--- config.mk ---
export PLATFORM = sky130hd
export DESIGN_NAME = compass_tape_scale_ticks
export DESIGN_NICKNAME = d
export VERILOG_FILES = /design/src/rtl/ctst_pkg.sv /design/src/rtl/ctst_alu.sv /design/src/rtl/ctst_cfg_regs.sv /design/src/rtl/compass_tape_scale_ticks.sv
export SDC_FILE = /design/constraint.sdc
export NUM_CORES = 2
export LEC_CHECK = 0
export ABC_AREA = 0
export BUFFER_PORTS_ARGS = -buffer_cell sky130_fd_sc_hd__buf_2
export CORE_MARGIN = 10
export CORE_UTILIZATION = 58
export CTS_CLUSTER_DIAMETER = 60
export CTS_CLUSTER_SIZE = 30
export DETAILED_ROUTE_END_ITERATION = 16
export GPL_TIMING_DRIVEN = 0
export PLACE_DENSITY = 0.78
export RECOVER_POWER = 25
export SKIP_LAST_GASP = 1
export SLEW_MARGIN = 40
export SYNTH_ARGS = -nofsm -noshare
export SYNTH_HDL_FRONTEND = slang
export SYNTH_HIERARCHICAL = 1
export SYNTH_SLANG_ARGS = --single-unit
--- constraint.sdc ---
create_clock -name clk_i -period 5.8 [get_ports clk_i]
set_clock_uncertainty 0.1 [all_clocks]
set_input_delay 0.58 -clock clk_i [delete_from_list [all_inputs] [get_ports clk_i]]
set_output_delay 0.58 -clock clk_i [all_outputs]
set_load 0.01 [all_outputs]
--- src/rtl/ctst_pkg.sv ---
// Shared types and constants for the compass tape tick generator.
// No dependencies; imported by ctst_alu, ctst_cfg_regs and the top level.
package ctst_pkg;

  // Shared multiply / divide unit operand width and its bit counter width
  localparam int unsigned ALU_W  = 26;
  localparam int unsigned ALU_CW = $clog2(ALU_W + 1);

  // Signed working width for pixel positions and scale values
  localparam int unsigned POS_W = 27;

  // Configuration port
  localparam int unsigned CFG_IDX_W  = 3;
  localparam int unsigned CFG_DATA_W = 24;

  // Fixed drawing gaps in pixels
  localparam int unsigned INDEX_GAP = 2;
  localparam int unsigned LABEL_GAP = 3;

  typedef enum logic {
    ALU_MUL,
    ALU_DIV
  } alu_op_e;

  typedef enum logic [CFG_IDX_W-1:0] {
    REG_X_ORIGIN    = 3'd0,
    REG_Y_ORIGIN    = 3'd1,
    REG_TAPE_LENGTH = 3'd2,
    REG_MINOR_STEP  = 3'd3,
    REG_MAJOR_STEP  = 3'd4,
    REG_PPU_Q16     = 3'd5,
    REG_ORIENT      = 3'd6,
    REG_FONT_HEIGHT = 3'd7
  } cfg_reg_e;

  typedef enum logic [3:0] {
    ST_IDLE,
    ST_PITCH,
    ST_BASE,
    ST_DPIX,
    ST_HTICK,
    ST_HPIX,
    ST_HVAL,
    ST_XV,
    ST_NEGMOD,
    ST_DPADJ,
    ST_SNAP,
    ST_IDXOUT,
    ST_TWRAP,
    ST_TMAJ,
    ST_TOUT
  } st_e;

  typedef struct packed {
    alu_op_e           op;
    logic [ALU_W-1:0]  a;      // multiplicand or divisor
    logic [ALU_W-1:0]  b;      // multiplier or dividend, below 2**nbits
    logic [ALU_CW-1:0] nbits;  // significant bits of b, 1..ALU_W
  } alu_cmd_t;

  // Effective configuration; zero steps already replaced by one
  typedef struct packed {
    logic [11:0] x_origin;
    logic [11:0] y_origin;
    logic [9:0]  tape_length;
    logic [15:0] minor_step;
    logic [15:0] major_step;
    logic [23:0] ppu_q16;
    logic        orient_right;
    logic [7:0]  font_height;
  } cfg_t;

endpackage

--- src/rtl/ctst_alu.sv ---
// Shared bit-serial multiply / restoring divide unit, one bit per cycle.
// Depends on ctst_pkg.
module ctst_alu (
  input  logic                          clk_i,
  input  logic                          rst_ni,
  input  logic                          start_i,
  input  ctst_pkg::alu_cmd_t            cmd_i,
  output logic                          done_o,
  output logic [2*ctst_pkg::ALU_W-1:0]  acc_o,
  output logic [ctst_pkg::ALU_W-1:0]    quot_o
);
  import ctst_pkg::*;

  logic                 busy_q, busy_d;
  logic                 done_q, done_d;
  logic [ALU_CW-1:0]    cnt_q, cnt_d;
  alu_op_e              op_q, op_d;
  logic [ALU_W-1:0]     a_q, a_d;
  logic [ALU_W-1:0]     sh_q, sh_d;
  logic [2*ALU_W-1:0]   acc_q, acc_d;

  logic                 bit_in;
  logic [ALU_W:0]       rem_n;
  logic [ALU_W:0]       rem_sub;
  logic                 ge;
  logic [2*ALU_W-1:0]   mul_n;
  logic [ALU_CW-1:0]    shamt;

  always_comb begin
    bit_in  = sh_q[ALU_W-1];
    rem_n   = {acc_q[ALU_W-1:0], bit_in};
    rem_sub = rem_n - {1'b0, a_q};
    ge      = (rem_n >= {1'b0, a_q});
    mul_n   = {acc_q[2*ALU_W-2:0], 1'b0} + (bit_in ? (2*ALU_W)'(a_q) : '0);
    shamt   = ALU_CW'(ALU_W) - cmd_i.nbits;
  end

  always_comb begin
    busy_d = busy_q;
    done_d = 1'b0;
    cnt_d  = cnt_q;
    op_d   = op_q;
    a_d    = a_q;
    sh_d   = sh_q;
    acc_d  = acc_q;
    if (start_i) begin
      busy_d = 1'b1;
      cnt_d  = cmd_i.nbits;
      op_d   = cmd_i.op;
      a_d    = cmd_i.a;
      sh_d   = cmd_i.b << shamt;   // left-align the significant bits
      acc_d  = '0;
    end else if (busy_q) begin
      unique case (op_q)
        ALU_MUL: begin
          acc_d = mul_n;
          sh_d  = {sh_q[ALU_W-2:0], 1'b0};
        end
        ALU_DIV: begin
          acc_d = (2*ALU_W)'(ge ? rem_sub[ALU_W-1:0] : rem_n[ALU_W-1:0]);
          sh_d  = {sh_q[ALU_W-2:0], ge};   // quotient bits enter at the bottom
        end
        default: begin
          acc_d = acc_q;
        end
      endcase
      cnt_d = cnt_q - 1'b1;
      if (cnt_q == ALU_CW'(1)) begin
        busy_d = 1'b0;
        done_d = 1'b1;
      end
    end
  end

  always_ff @(posedge clk_i or negedge rst_ni) begin
    if (!rst_ni) begin
      busy_q <= 1'b0;
      done_q <= 1'b0;
      cnt_q  <= '0;
    end else begin
      busy_q <= busy_d;
      done_q <= done_d;
      cnt_q  <= cnt_d;
    end
  end

  always_ff @(posedge clk_i) begin
    op_q  <= op_d;
    a_q   <= a_d;
    sh_q  <= sh_d;
    acc_q <= acc_d;
  end

  assign done_o = done_q;
  assign acc_o  = acc_q;   // product, or remainder in the low bits
  assign quot_o = sh_q;

endmodule

--- src/rtl/ctst_cfg_regs.sv ---
// Configuration register file with reset values and zero-step fixup.
// Depends on ctst_pkg.
module ctst_cfg_regs (
  input  logic                           clk_i,
  input  logic                           rst_ni,
  input  logic                           cfg_we_i,
  input  logic [ctst_pkg::CFG_IDX_W-1:0] cfg_idx_i,
  input  logic [ctst_pkg::CFG_DATA_W-1:0] cfg_wdata_i,
  output ctst_pkg::cfg_t                 cfg_o
);
  import ctst_pkg::*;

  cfg_t raw_q, raw_d;

  always_comb begin
    raw_d = raw_q;
    if (cfg_we_i) begin
      unique case (cfg_reg_e'(cfg_idx_i))
        REG_X_ORIGIN:    raw_d.x_origin     = cfg_wdata_i[11:0];
        REG_Y_ORIGIN:    raw_d.y_origin     = cfg_wdata_i[11:0];
        REG_TAPE_LENGTH: raw_d.tape_length  = cfg_wdata_i[9:0];
        REG_MINOR_STEP:  raw_d.minor_step   = cfg_wdata_i[15:0];
        REG_MAJOR_STEP:  raw_d.major_step   = cfg_wdata_i[15:0];
        REG_PPU_Q16:     raw_d.ppu_q16      = cfg_wdata_i[23:0];
        REG_ORIENT:      raw_d.orient_right = cfg_wdata_i[0];
        REG_FONT_HEIGHT: raw_d.font_height  = cfg_wdata_i[7:0];
        default:         raw_d = raw_q;
      endcase
    end
  end

  always_ff @(posedge clk_i or negedge rst_ni) begin
    if (!rst_ni) begin
      raw_q.x_origin     <= 12'd0;
      raw_q.y_origin     <= 12'd0;
      raw_q.tape_length  <= 10'd200;
      raw_q.minor_step   <= 16'd500;
      raw_q.major_step   <= 16'd1000;
      raw_q.ppu_q16      <= 24'd65536;
      raw_q.orient_right <= 1'b0;
      raw_q.font_height  <= 8'd10;
    end else begin
      raw_q <= raw_d;
    end
  end

  // A zero step behaves as a step of one
  always_comb begin
    cfg_o = raw_q;
    if (raw_q.minor_step == 16'd0) cfg_o.minor_step = 16'd1;
    if (raw_q.major_step == 16'd0) cfg_o.major_step = 16'd1;
  end

endmodule

--- src/rtl/compass_tape_scale_ticks.sv ---
// Compass tape tick generator: one heading in, up to MAX_SEGMENTS line segments out.
// Setup runs the one-bit-per-cycle shared mul/div unit for pitch, base, offset, half-tape
// and snap (plus a full modulo when the start value needs one), then again for each tick.
// Throughput: one heading at a time; in_ready_o is high only while the sequencer idles.
// Reset (rst_ni, async, active low) idles the sequencer, drops out_valid_o and loads
// the register defaults. Depends on ctst_pkg, ctst_alu, ctst_cfg_regs.
module compass_tape_scale_ticks #(
  parameter int unsigned MAX_SEGMENTS   = 32,
  parameter int unsigned FULL_CIRCLE    = 36000,
  parameter int unsigned INDEX_MARK_LEN = 8,
  parameter int unsigned MAJOR_TICK_LEN = 8,
  parameter int unsigned MINOR_TICK_LEN = 4
) (
  input  logic                            clk_i,
  input  logic                            rst_ni,
  // configuration writes
  input  logic                            cfg_we_i,
  input  logic [ctst_pkg::CFG_IDX_W-1:0]  cfg_idx_i,
  input  logic [ctst_pkg::CFG_DATA_W-1:0] cfg_wdata_i,
  // heading beats
  input  logic                            in_valid_i,
  output logic                            in_ready_o,
  input  logic [23:0]                     heading_q8_i,
  // segment beats
  output logic                            out_valid_o,
  input  logic                            out_ready_i,
  output logic signed [13:0]              x_start_o,
  output logic signed [13:0]              y_start_o,
  output logic signed [13:0]              x_end_o,
  output logic signed [13:0]              y_end_o,
  output logic                            is_index_mark_o,
  output logic                            is_major_o,
  output logic [15:0]                     tick_value_o,
  output logic signed [13:0]              label_baseline_y_o,
  output logic                            last_segment_o
);
  import ctst_pkg::*;

  localparam int unsigned SEG_CW = $clog2(MAX_SEGMENTS + 1);
  localparam logic [15:0] FC16 = 16'(FULL_CIRCLE);
  localparam logic signed [POS_W-1:0] FC_S = POS_W'(FULL_CIRCLE);

  // ---------------------------------------------------------------------------
  // Configuration
  // ---------------------------------------------------------------------------
  cfg_t cfg;

  ctst_cfg_regs u_cfg (
    .clk_i       (clk_i),
    .rst_ni      (rst_ni),
    .cfg_we_i    (cfg_we_i),
    .cfg_idx_i   (cfg_idx_i),
    .cfg_wdata_i (cfg_wdata_i),
    .cfg_o       (cfg)
  );

  // ---------------------------------------------------------------------------
  // Shared multiply / divide unit
  // ---------------------------------------------------------------------------
  alu_cmd_t           alu_cmd;
  logic               alu_start;
  logic               alu_done;
  logic [2*ALU_W-1:0] alu_acc;
  logic [ALU_W-1:0]   alu_quot;
  logic               uses_alu;
  logic               op_run_q, op_run_d;

  ctst_alu u_alu (
    .clk_i   (clk_i),
    .rst_ni  (rst_ni),
    .start_i (alu_start),
    .cmd_i   (alu_cmd),
    .done_o  (alu_done),
    .acc_o   (alu_acc),
    .quot_o  (alu_quot)
  );

  // ---------------------------------------------------------------------------
  // Sequencer state and working registers
  // ---------------------------------------------------------------------------
  st_e state_q, state_d;

  logic [23:0]              hq_q, hq_d;          // latched heading
  logic [24:0]              pitch_q, pitch_d;    // tick pitch in pixels, never 0
  logic [15:0]              base_q, base_d;      // heading snapped down to minor step
  logic [23:0]              frac_q, frac_d;      // leftover of the heading, Q.8
  logic [24:0]              dpix_q, dpix_d;      // pixel offset of that leftover
  logic [9:0]               hticks_q, hticks_d;  // ticks left of the center
  logic [9:0]               hpix_q, hpix_d;      // their span in pixels
  logic signed [POS_W-1:0]  x_q, x_d;            // x of the next tick
  logic signed [POS_W-1:0]  v_q, v_d;            // value of the next tick
  logic                     maj_q, maj_d;
  logic [SEG_CW-1:0]        nseg_q, nseg_d;      // segments emitted so far

  // Output register
  logic        out_valid_q, out_valid_d;
  logic [13:0] out_xs_q, out_ys_q, out_xe_q, out_ye_q, out_lab_q;
  logic [13:0] out_xs_d, out_ys_d, out_xe_d, out_ye_d, out_lab_d;
  logic        out_idx_q, out_idx_d, out_maj_q, out_maj_d, out_last_q, out_last_d;
  logic [15:0] out_val_q, out_val_d;
  logic        out_free;
  logic        out_load;

  // ---------------------------------------------------------------------------
  // Geometry helpers
  // ---------------------------------------------------------------------------
  logic [12:0]              xref;        // tape center x
  logic [12:0]              top;         // right end x, exclusive
  logic signed [POS_W-1:0]  xref_s, top_s, pitch_s, minor_s, x_next_s;
  logic signed [POS_W-1:0]  neg_v, vm1;
  logic [15:0]              rem16;
  logic [24:0]              pitch_raw;
  logic                     last_idx, last_tick;
  logic [SEG_CW:0]          nseg_inc;
  logic [13:0]              yo14, iy1, iy2, tick_w, tick_ye, lab;

  always_comb begin
    xref      = 13'(cfg.x_origin) + 13'((11'(cfg.tape_length) + 11'd1) >> 1);
    top       = 13'(cfg.x_origin) + 13'(cfg.tape_length);
    xref_s    = POS_W'(xref);
    top_s     = POS_W'(top);
    pitch_s   = POS_W'(pitch_q);
    minor_s   = POS_W'(cfg.minor_step);
    x_next_s  = x_q + pitch_s;
    neg_v     = -v_q;
    vm1       = v_q - POS_W'(1);
    rem16     = alu_acc[15:0];
    pitch_raw = 25'(alu_acc[40:16]) + 25'(alu_acc[15]);
    nseg_inc  = (SEG_CW+1)'(nseg_q) + (SEG_CW+1)'(1);
    // the index mark is last when no tick falls inside the tape
    last_idx  = !(x_q < top_s);
    last_tick = !(x_next_s < top_s) || (nseg_inc >= (SEG_CW+1)'(MAX_SEGMENTS));

    // y geometry, all in 14-bit wraparound
    yo14   = 14'(cfg.y_origin);
    iy1    = cfg.orient_right ? yo14 - 14'(INDEX_GAP) : yo14 + 14'(INDEX_GAP);
    iy2    = cfg.orient_right ? iy1 - 14'(INDEX_MARK_LEN) : iy1 + 14'(INDEX_MARK_LEN);
    tick_w = maj_q ? 14'(MAJOR_TICK_LEN) : 14'(MINOR_TICK_LEN);
    tick_ye = cfg.orient_right ? yo14 + tick_w : yo14 - tick_w;
    if (!maj_q) begin
      lab = '0;
    end else if (cfg.orient_right) begin
      lab = tick_ye + 14'(LABEL_GAP) + 14'(cfg.font_height);
    end else begin
      lab = tick_ye - 14'(LABEL_GAP);
    end
  end

  // ---------------------------------------------------------------------------
  // Unit command per state
  // ---------------------------------------------------------------------------
  always_comb begin
    alu_cmd.op    = ALU_MUL;
    alu_cmd.a     = '0;
    alu_cmd.b     = '0;
    alu_cmd.nbits = ALU_CW'(1);
    uses_alu      = 1'b0;
    unique case (state_q)
      ST_PITCH: begin
        // minor_step * pixels_per_unit
        uses_alu      = 1'b1;
        alu_cmd.a     = ALU_W'(cfg.ppu_q16);
        alu_cmd.b     = ALU_W'(cfg.minor_step);
        alu_cmd.nbits = ALU_CW'(16);
      end
      ST_BASE: begin
        // integer heading mod minor_step
        uses_alu      = 1'b1;
        alu_cmd.op    = ALU_DIV;
        alu_cmd.a     = ALU_W'(cfg.minor_step);
        alu_cmd.b     = ALU_W'(hq_q[23:8]);
        alu_cmd.nbits = ALU_CW'(16);
      end
      ST_DPIX: begin
        uses_alu      = 1'b1;
        alu_cmd.a     = ALU_W'(cfg.ppu_q16);
        alu_cmd.b     = ALU_W'(frac_q);
        alu_cmd.nbits = ALU_CW'(24);
      end
      ST_HTICK: begin
        // tape_length / (2 * pitch)
        uses_alu      = 1'b1;
        alu_cmd.op    = ALU_DIV;
        alu_cmd.a     = {pitch_q, 1'b0};
        alu_cmd.b     = ALU_W'(cfg.tape_length);
        alu_cmd.nbits = ALU_CW'(10);
      end
      ST_HPIX: begin
        uses_alu      = 1'b1;
        alu_cmd.a     = ALU_W'(pitch_q);
        alu_cmd.b     = ALU_W'(hticks_q);
        alu_cmd.nbits = ALU_CW'(10);
      end
      ST_HVAL: begin
        uses_alu      = 1'b1;
        alu_cmd.a     = ALU_W'(cfg.minor_step);
        alu_cmd.b     = ALU_W'(hticks_q);
        alu_cmd.nbits = ALU_CW'(10);
      end
      ST_NEGMOD: begin
        // start value still negative after one added circle
        uses_alu      = (v_q < 0);
        alu_cmd.op    = ALU_DIV;
        alu_cmd.a     = ALU_W'(FC16);
        alu_cmd.b     = neg_v[ALU_W-1:0];
        alu_cmd.nbits = ALU_CW'(ALU_W);
      end
      ST_SNAP: begin
        uses_alu      = 1'b1;
        alu_cmd.op    = ALU_DIV;
        alu_cmd.a     = ALU_W'(cfg.minor_step);
        alu_cmd.b     = ALU_W'(v_q[17:0]);
        alu_cmd.nbits = ALU_CW'(18);
      end
      ST_TWRAP: begin
        // value past one circle folds into 1..FULL_CIRCLE
        uses_alu      = (v_q > FC_S);
        alu_cmd.op    = ALU_DIV;
        alu_cmd.a     = ALU_W'(FC16);
        alu_cmd.b     = ALU_W'(vm1[17:0]);
        alu_cmd.nbits = ALU_CW'(18);
      end
      ST_TMAJ: begin
        uses_alu      = 1'b1;
        alu_cmd.op    = ALU_DIV;
        alu_cmd.a     = ALU_W'(cfg.major_step);
        alu_cmd.b     = ALU_W'(v_q[15:0]);
        alu_cmd.nbits = ALU_CW'(16);
      end
      default: begin
        uses_alu = 1'b0;
      end
    endcase
  end

  assign alu_start = uses_alu && !op_run_q;
  assign op_run_d  = alu_start ? 1'b1 : (alu_done ? 1'b0 : op_run_q);

  // ---------------------------------------------------------------------------
  // Next state
  // ---------------------------------------------------------------------------
  always_comb begin
    state_d = state_q;
    unique case (state_q)
      ST_IDLE:   if (in_valid_i) state_d = ST_PITCH;
      ST_PITCH:  if (alu_done) state_d = ST_BASE;
      ST_BASE:   if (alu_done) state_d = ST_DPIX;
      ST_DPIX:   if (alu_done) state_d = ST_HTICK;
      ST_HTICK:  if (alu_done) state_d = ST_HPIX;
      ST_HPIX:   if (alu_done) state_d = ST_HVAL;
      ST_HVAL:   if (alu_done) state_d = ST_XV;
      ST_XV:     state_d = ST_NEGMOD;
      ST_NEGMOD: if (!uses_alu || alu_done) state_d = ST_DPADJ;
      ST_DPADJ:  state_d = ST_SNAP;
      ST_SNAP:   if (alu_done) state_d = ST_IDXOUT;
      ST_IDXOUT: if (out_free) state_d = last_idx ? ST_IDLE : ST_TWRAP;
      ST_TWRAP:  if (!uses_alu || alu_done) state_d = ST_TMAJ;
      ST_TMAJ:   if (alu_done) state_d = ST_TOUT;
      ST_TOUT:   if (out_free) state_d = last_tick ? ST_IDLE : ST_TWRAP;
      default:   state_d = ST_IDLE;
    endcase
  end

  // ---------------------------------------------------------------------------
  // Datapath and output register loads
  // ---------------------------------------------------------------------------
  assign out_free   = !out_valid_q || out_ready_i;
  assign in_ready_o = (state_q == ST_IDLE);

  always_comb begin
    hq_d      = hq_q;
    pitch_d   = pitch_q;
    base_d    = base_q;
    frac_d    = frac_q;
    dpix_d    = dpix_q;
    hticks_d  = hticks_q;
    hpix_d    = hpix_q;
    x_d       = x_q;
    v_d       = v_q;
    maj_d     = maj_q;
    nseg_d    = nseg_q;
    out_load  = 1'b0;
    out_xs_d  = out_xs_q;
    out_ys_d  = out_ys_q;
    out_xe_d  = out_xe_q;
    out_ye_d  = out_ye_q;
    out_idx_d = out_idx_q;
    out_maj_d = out_maj_q;
    out_val_d = out_val_q;
    out_lab_d = out_lab_q;
    out_last_d = out_last_q;

    unique case (state_q)
      ST_IDLE: begin
        if (in_valid_i) hq_d = heading_q8_i;
      end
      ST_PITCH: begin
        // round half up; a pitch below half a pixel counts as one
        if (alu_done) pitch_d = (pitch_raw == 25'd0) ? 25'd1 : pitch_raw;
      end
      ST_BASE: begin
        if (alu_done) begin
          base_d = hq_q[23:8] - rem16;
          frac_d = {rem16, hq_q[7:0]};
        end
      end
      ST_DPIX: begin
        if (alu_done) dpix_d = 25'(alu_acc[48:24]) + 25'(alu_acc[23]);
      end
      ST_HTICK: begin
        if (alu_done) hticks_d = alu_quot[9:0];
      end
      ST_HPIX: begin
        // hticks * pitch never exceeds half the tape
        if (alu_done) hpix_d = alu_acc[9:0];
      end
      ST_HVAL: begin
        if (alu_done) v_d = POS_W'(base_q) - POS_W'(alu_acc[ALU_W-1:0]);
      end
      ST_XV: begin
        x_d = xref_s - POS_W'(hpix_q) - POS_W'(dpix_q);
        if (v_q <= 0) v_d = v_q + FC_S;
      end
      ST_NEGMOD: begin
        if (alu_done) v_d = (rem16 == 16'd0) ? '0 : FC_S - POS_W'(rem16);
      end
      ST_DPADJ: begin
        // a nonzero offset moves the first tick one pitch to the right
        if (dpix_q != 25'd0) begin
          x_d = x_q + pitch_s;
          v_d = v_q + minor_s;
        end
      end
      ST_SNAP: begin
        if (alu_done) v_d = v_q - POS_W'(rem16);
      end
      ST_IDXOUT: begin
        if (out_free) begin
          out_load   = 1'b1;
          out_xs_d   = 14'(xref);
          out_ys_d   = iy1;
          out_xe_d   = 14'(xref);
          out_ye_d   = iy2;
          out_idx_d  = 1'b1;
          out_maj_d  = 1'b0;
          out_val_d  = '0;
          out_lab_d  = '0;
          out_last_d = last_idx;
          nseg_d     = SEG_CW'(1);
        end
      end
      ST_TWRAP: begin
        if (alu_done) v_d = POS_W'(rem16) + POS_W'(1);
      end
      ST_TMAJ: begin
        if (alu_done) maj_d = (alu_acc[ALU_W-1:0] == '0);
      end
      ST_TOUT: begin
        if (out_free) begin
          out_load   = 1'b1;
          out_xs_d   = x_q[13:0];
          out_ys_d   = yo14;
          out_xe_d   = x_q[13:0];
          out_ye_d   = tick_ye;
          out_idx_d  = 1'b0;
          out_maj_d  = maj_q;
          out_val_d  = v_q[15:0];
          out_lab_d  = lab;
          out_last_d = last_tick;
          x_d        = x_next_s;
          v_d        = v_q + minor_s;
          nseg_d     = nseg_inc[SEG_CW-1:0];
        end
      end
      default: begin
        out_load = 1'b0;
      end
    endcase
  end

  assign out_valid_d = out_load ? 1'b1 : (out_ready_i ? 1'b0 : out_valid_q);

  always_ff @(posedge clk_i or negedge rst_ni) begin
    if (!rst_ni) begin
      state_q     <= ST_IDLE;
      op_run_q    <= 1'b0;
      out_valid_q <= 1'b0;
      nseg_q      <= '0;
    end else begin
      state_q     <= state_d;
      op_run_q    <= op_run_d;
      out_valid_q <= out_valid_d;
      nseg_q      <= nseg_d;
    end
  end

  always_ff @(posedge clk_i) begin
    hq_q       <= hq_d;
    pitch_q    <= pitch_d;
    base_q     <= base_d;
    frac_q     <= frac_d;
    dpix_q     <= dpix_d;
    hticks_q   <= hticks_d;
    hpix_q     <= hpix_d;
    x_q        <= x_d;
    v_q        <= v_d;
    maj_q      <= maj_d;
    out_xs_q   <= out_xs_d;
    out_ys_q   <= out_ys_d;
    out_xe_q   <= out_xe_d;
    out_ye_q   <= out_ye_d;
    out_idx_q  <= out_idx_d;
    out_maj_q  <= out_maj_d;
    out_val_q  <= out_val_d;
    out_lab_q  <= out_lab_d;
    out_last_q <= out_last_d;
  end

  assign out_valid_o        = out_valid_q;
  assign x_start_o          = out_xs_q;
  assign y_start_o          = out_ys_q;
  assign x_end_o            = out_xe_q;
  assign y_end_o            = out_ye_q;
  assign is_index_mark_o    = out_idx_q;
  assign is_major_o         = out_maj_q;
  assign tick_value_o       = out_val_q;
  assign label_baseline_y_o = out_lab_q;
  assign last_segment_o     = out_last_q;

endmodule

==> results.md <==
* Post-synthesis instance total at 4,119
* Remaining DRCs at 0
* Leak Pwr at 17.08 nW
* TritonRoute pass-1 iters at 7
* Initial core utilization at 58.44%
* Post-layout nets at 4,691
* Worst IR Drop VDD at 0.3537 mV
* Overflow left after global routing at 0
* Worst-Skew Late Latency at 0.62 ns
* Share of the clock period used by the worst path after layout at 107.0%
* H-tree depth reported by CTS at 2
* Mean routed wirelength per cell at 24.46 um
* Final max-slew violation count at 0
* Worst-case hold slack at 0.02977 ns
* CTS buffer count at 41
* Crit end category: flip-flop
* Maximum fanout along the worst path at 6
* Total clock sinks at 482
* Final WS setup at -0.4035 ns
* Synthesis warning total at 6
* Max-Cap Viols at 0
* Outcome: finished, violations left
* Synthesized cell area at 37,600 um2
* Mapped Avg Cell Area at 9.129 um2
* Final wirelength at 128.2 mm
* Type of the most critical hold path: in2reg
* Fill cell total of the finished layout at 5,330
* Setup repair after global routing missed its margin: true
* Wire length of the first global-routing pass at 190.0 mm
* Largest delay contributor family on the critical path: compound AO/OA/AOI/OAI gates
* Critical path required time at 6.02 ns
* Number of antenna violations at the first check in global routing at 6
* Violated checks: negative setup slack
* Height of the chip at 274.6 um
* IO Port Bufs at 142
* Hold path start: heading_q8_i[4]
* Actual slew at the worst max-slew pin at 0.9105 ns
* Top-Level Pins at 147
* TritonCTS clock tree: built
* Worst setup SP type: flip-flop
* Beginning of the worst register-to-register path: u_cfg/cfg_o[65]$_DFFE_PN0P_
* Routed Antenna Nets at 0
* Root cell of the clock tree: sky130_fd_sc_hd__clkbuf_16
* Die Area at 75,420 um2
* Worst-path cell with the longest stage delay: sky130_fd_sc_hd__dfrtp_2
* Core area at 64,350 um2
* Global-route usage over all layers at 32.53%
* Max Freq at 161.2 MHz
* Drt initial violations at 4,126
* Horizontal extent of the die at 274.6 um
* HPWL Detailed at 98.13 mm
* Post-Layout Inst Area at 42,100 um2
* Largest net degree at the start of global routing at 69
* Area post-placement at 39,650 um2
* Start point of the critical path: u_cfg/cfg_o[65]$_DFFE_PN0P_
* Number of global-route vias before repair at 31,988
* Area of all sequential standard cells at 13,420 um2
* Placement Setup Slack at -1.110 ns
* Weighted congestion at the end of routability-driven global placement at 1.032
* Headroom to the max-slew limit at 39.07%
* Per-cell via count in the routed design at 6.513
* CP Buf/Inv Count at 4
* Delay of the slowest critical-path stage at 0.48 ns
* Via count at 34,122
* Power density over the cells at 635.7 nW/um2
* Footprint of the multi-input gates at 22,670 um2
* CTS max path bufs at 3
* Share of layout cells above drive strength 1 at 15.38%
* Site Rows at 93
* Final number of hold-violating endpoints at 0
* Clock transition at the register clock pins on the worst setup and hold paths after CTS at 0.11 ns
* Category of the critical setup timing path: reg2reg
* Final setup vio count at 13
* Final Critical Period at 6.204 ns
* P&R area growth vs syn at 11.96%
* Arrival time at the worst endpoint at 6.43 ns
==> repair_timing <==
| action | 4_1_cts | 5_1_grt |
|---|---|---|
| gates resized for setup | 75 | 48 |
| gates cloned | 0 | 0 |
| hold endpoints to repair | 45 | 0 |
| setup endpoints to repair | 14 | 54 |
| buffers inserted | 30 | 8 |
| hold buffers | 1 | 0 |
| pin swaps | 49 | 51 |
==> metrics by stage <==
step | instances | TNS, ns | utilization, % | total power (W)
2_1_floorplan | 4123 | 0 | - | 0.01746
3_5_place_dp | 5127 | -11.36 | 61.61 | 0.02206
4_1_cts | 5234 | -1.254 | 65.02 | 0.02581
6_report | 5239 | -3.675 | 65.43 | 0.02676
3_3_place_gp | 5120 | -41.23 | 61.25 | 0.02174
5_1_grt | 5238 | -6.030 | 65.42 | 0.02831
==> routing by layer <==
layer	track usage, %	share of wire [%]	vias up
met1	42.68	39	16352
met2	51.37	45	1901
met4	14.26	4.9	6
met5	0	0.027	-
met3	6.799	11	363
li1	-	-	15500
==> sequential cells by signal, summed over array words and instances (netlist names), 12 cells and up <==
name and flops:
frac_q 24, tick_value_o 16, dpix_q 25, x_end_o 14, u_cfg/cfg_o 67, pitch_q 25
hq_q 24, u_alu/acc_o 49, x_q 27, base_q 16, y_start_o 12, y_end_o 14
v_q 27, u_cfg/raw_q 32, u_alu/a_q 26, label_baseline_y_o 14, u_alu/quot_o 26
==> path summary, 6_finish.rpt <==
kind,end,slack [ns],cells after the start
worst max-delay path,x_q[25]$_DFFE_PP_,-0.40,28
worst min-delay path,hq_q[4]$_DFFE_PP_,0.03,1
min in group asynchronous,u_cfg/cfg_o[95]$_DFFE_PN0P_,0.36,2
max in group asynchronous,u_cfg/cfg_o[25]$_DFFE_PN1P_,4.45,3
worst min register to register,frac_q[2]$_DFFE_PP_,0.32,0
worst max register to register,x_q[25]$_DFFE_PP_,-0.40,28
==> area by class of cell <==
| class | count | area share (%) |
|---|---|---|
| multi-input cells | 3149 | 53.85 |
| repair buffers | 187 | 2.719 |
| plain buffers | 288 | 3.540 |
| well taps | 855 | 2.541 |
| clock inverters | 30 | 1.049 |
| diodes | 1 | 0.005944 |
| flip-flops and latches | 482 | 31.88 |
| inverters | 201 | 1.810 |
| clock buffers | 46 | 2.606 |
==> placed cells by master, fill, tap and decap left out, types with 33 or more instances in the layout <==
| cell type | instances |
|---|---|
| sky130_fd_sc_hd__nand2_1 | 350 |
| sky130_fd_sc_hd__nand3_1 | 110 |
| sky130_fd_sc_hd__a211oi_1 | 37 |
| sky130_fd_sc_hd__mux2i_1 | 33 |
| sky130_fd_sc_hd__inv_1 | 192 |
| sky130_fd_sc_hd__a21o_1 | 75 |
| sky130_fd_sc_hd__a22oi_1 | 71 |
| sky130_fd_sc_hd__mux2_2 | 116 |
| sky130_fd_sc_hd__nor2_1 | 344 |
| sky130_fd_sc_hd__and3_1 | 50 |
| sky130_fd_sc_hd__nor3_1 | 97 |
| sky130_fd_sc_hd__a21oi_1 | 245 |
| sky130_fd_sc_hd__o22ai_1 | 35 |
| sky130_fd_sc_hd__nand2b_1 | 46 |
| sky130_fd_sc_hd__xnor2_1 | 195 |
| sky130_fd_sc_hd__dfxtp_1 | 47 |
| sky130_fd_sc_hd__xor2_1 | 133 |
| sky130_fd_sc_hd__clkbuf_16 | 43 |
| sky130_fd_sc_hd__clkbuf_1 | 163 |
| sky130_fd_sc_hd__nand4_1 | 33 |
| sky130_fd_sc_hd__edfxtp_1 | 315 |
| sky130_fd_sc_hd__buf_2 | 153 |
| sky130_fd_sc_hd__a31oi_1 | 35 |
| sky130_fd_sc_hd__o211ai_1 | 39 |
| sky130_fd_sc_hd__ha_1 | 258 |
| sky130_fd_sc_hd__nor2b_1 | 36 |
| sky130_fd_sc_hd__buf_4 | 123 |
| sky130_fd_sc_hd__o21ai_0 | 229 |
| sky130_fd_sc_hd__dfrtp_1 | 98 |
==> where the power goes <==
part / internal, W / total (W) / switching [W]
Sequential: 0.00505 / 0.00611 / 0.00106
Combinational: 0.00687 / 0.0175 / 0.0106
Clock: 0.00159 / 0.00318 / 0.00159
Total: 0.0135 / 0.0268 / 0.0133
No activity file was read; power rests on OpenSTA's default activity.
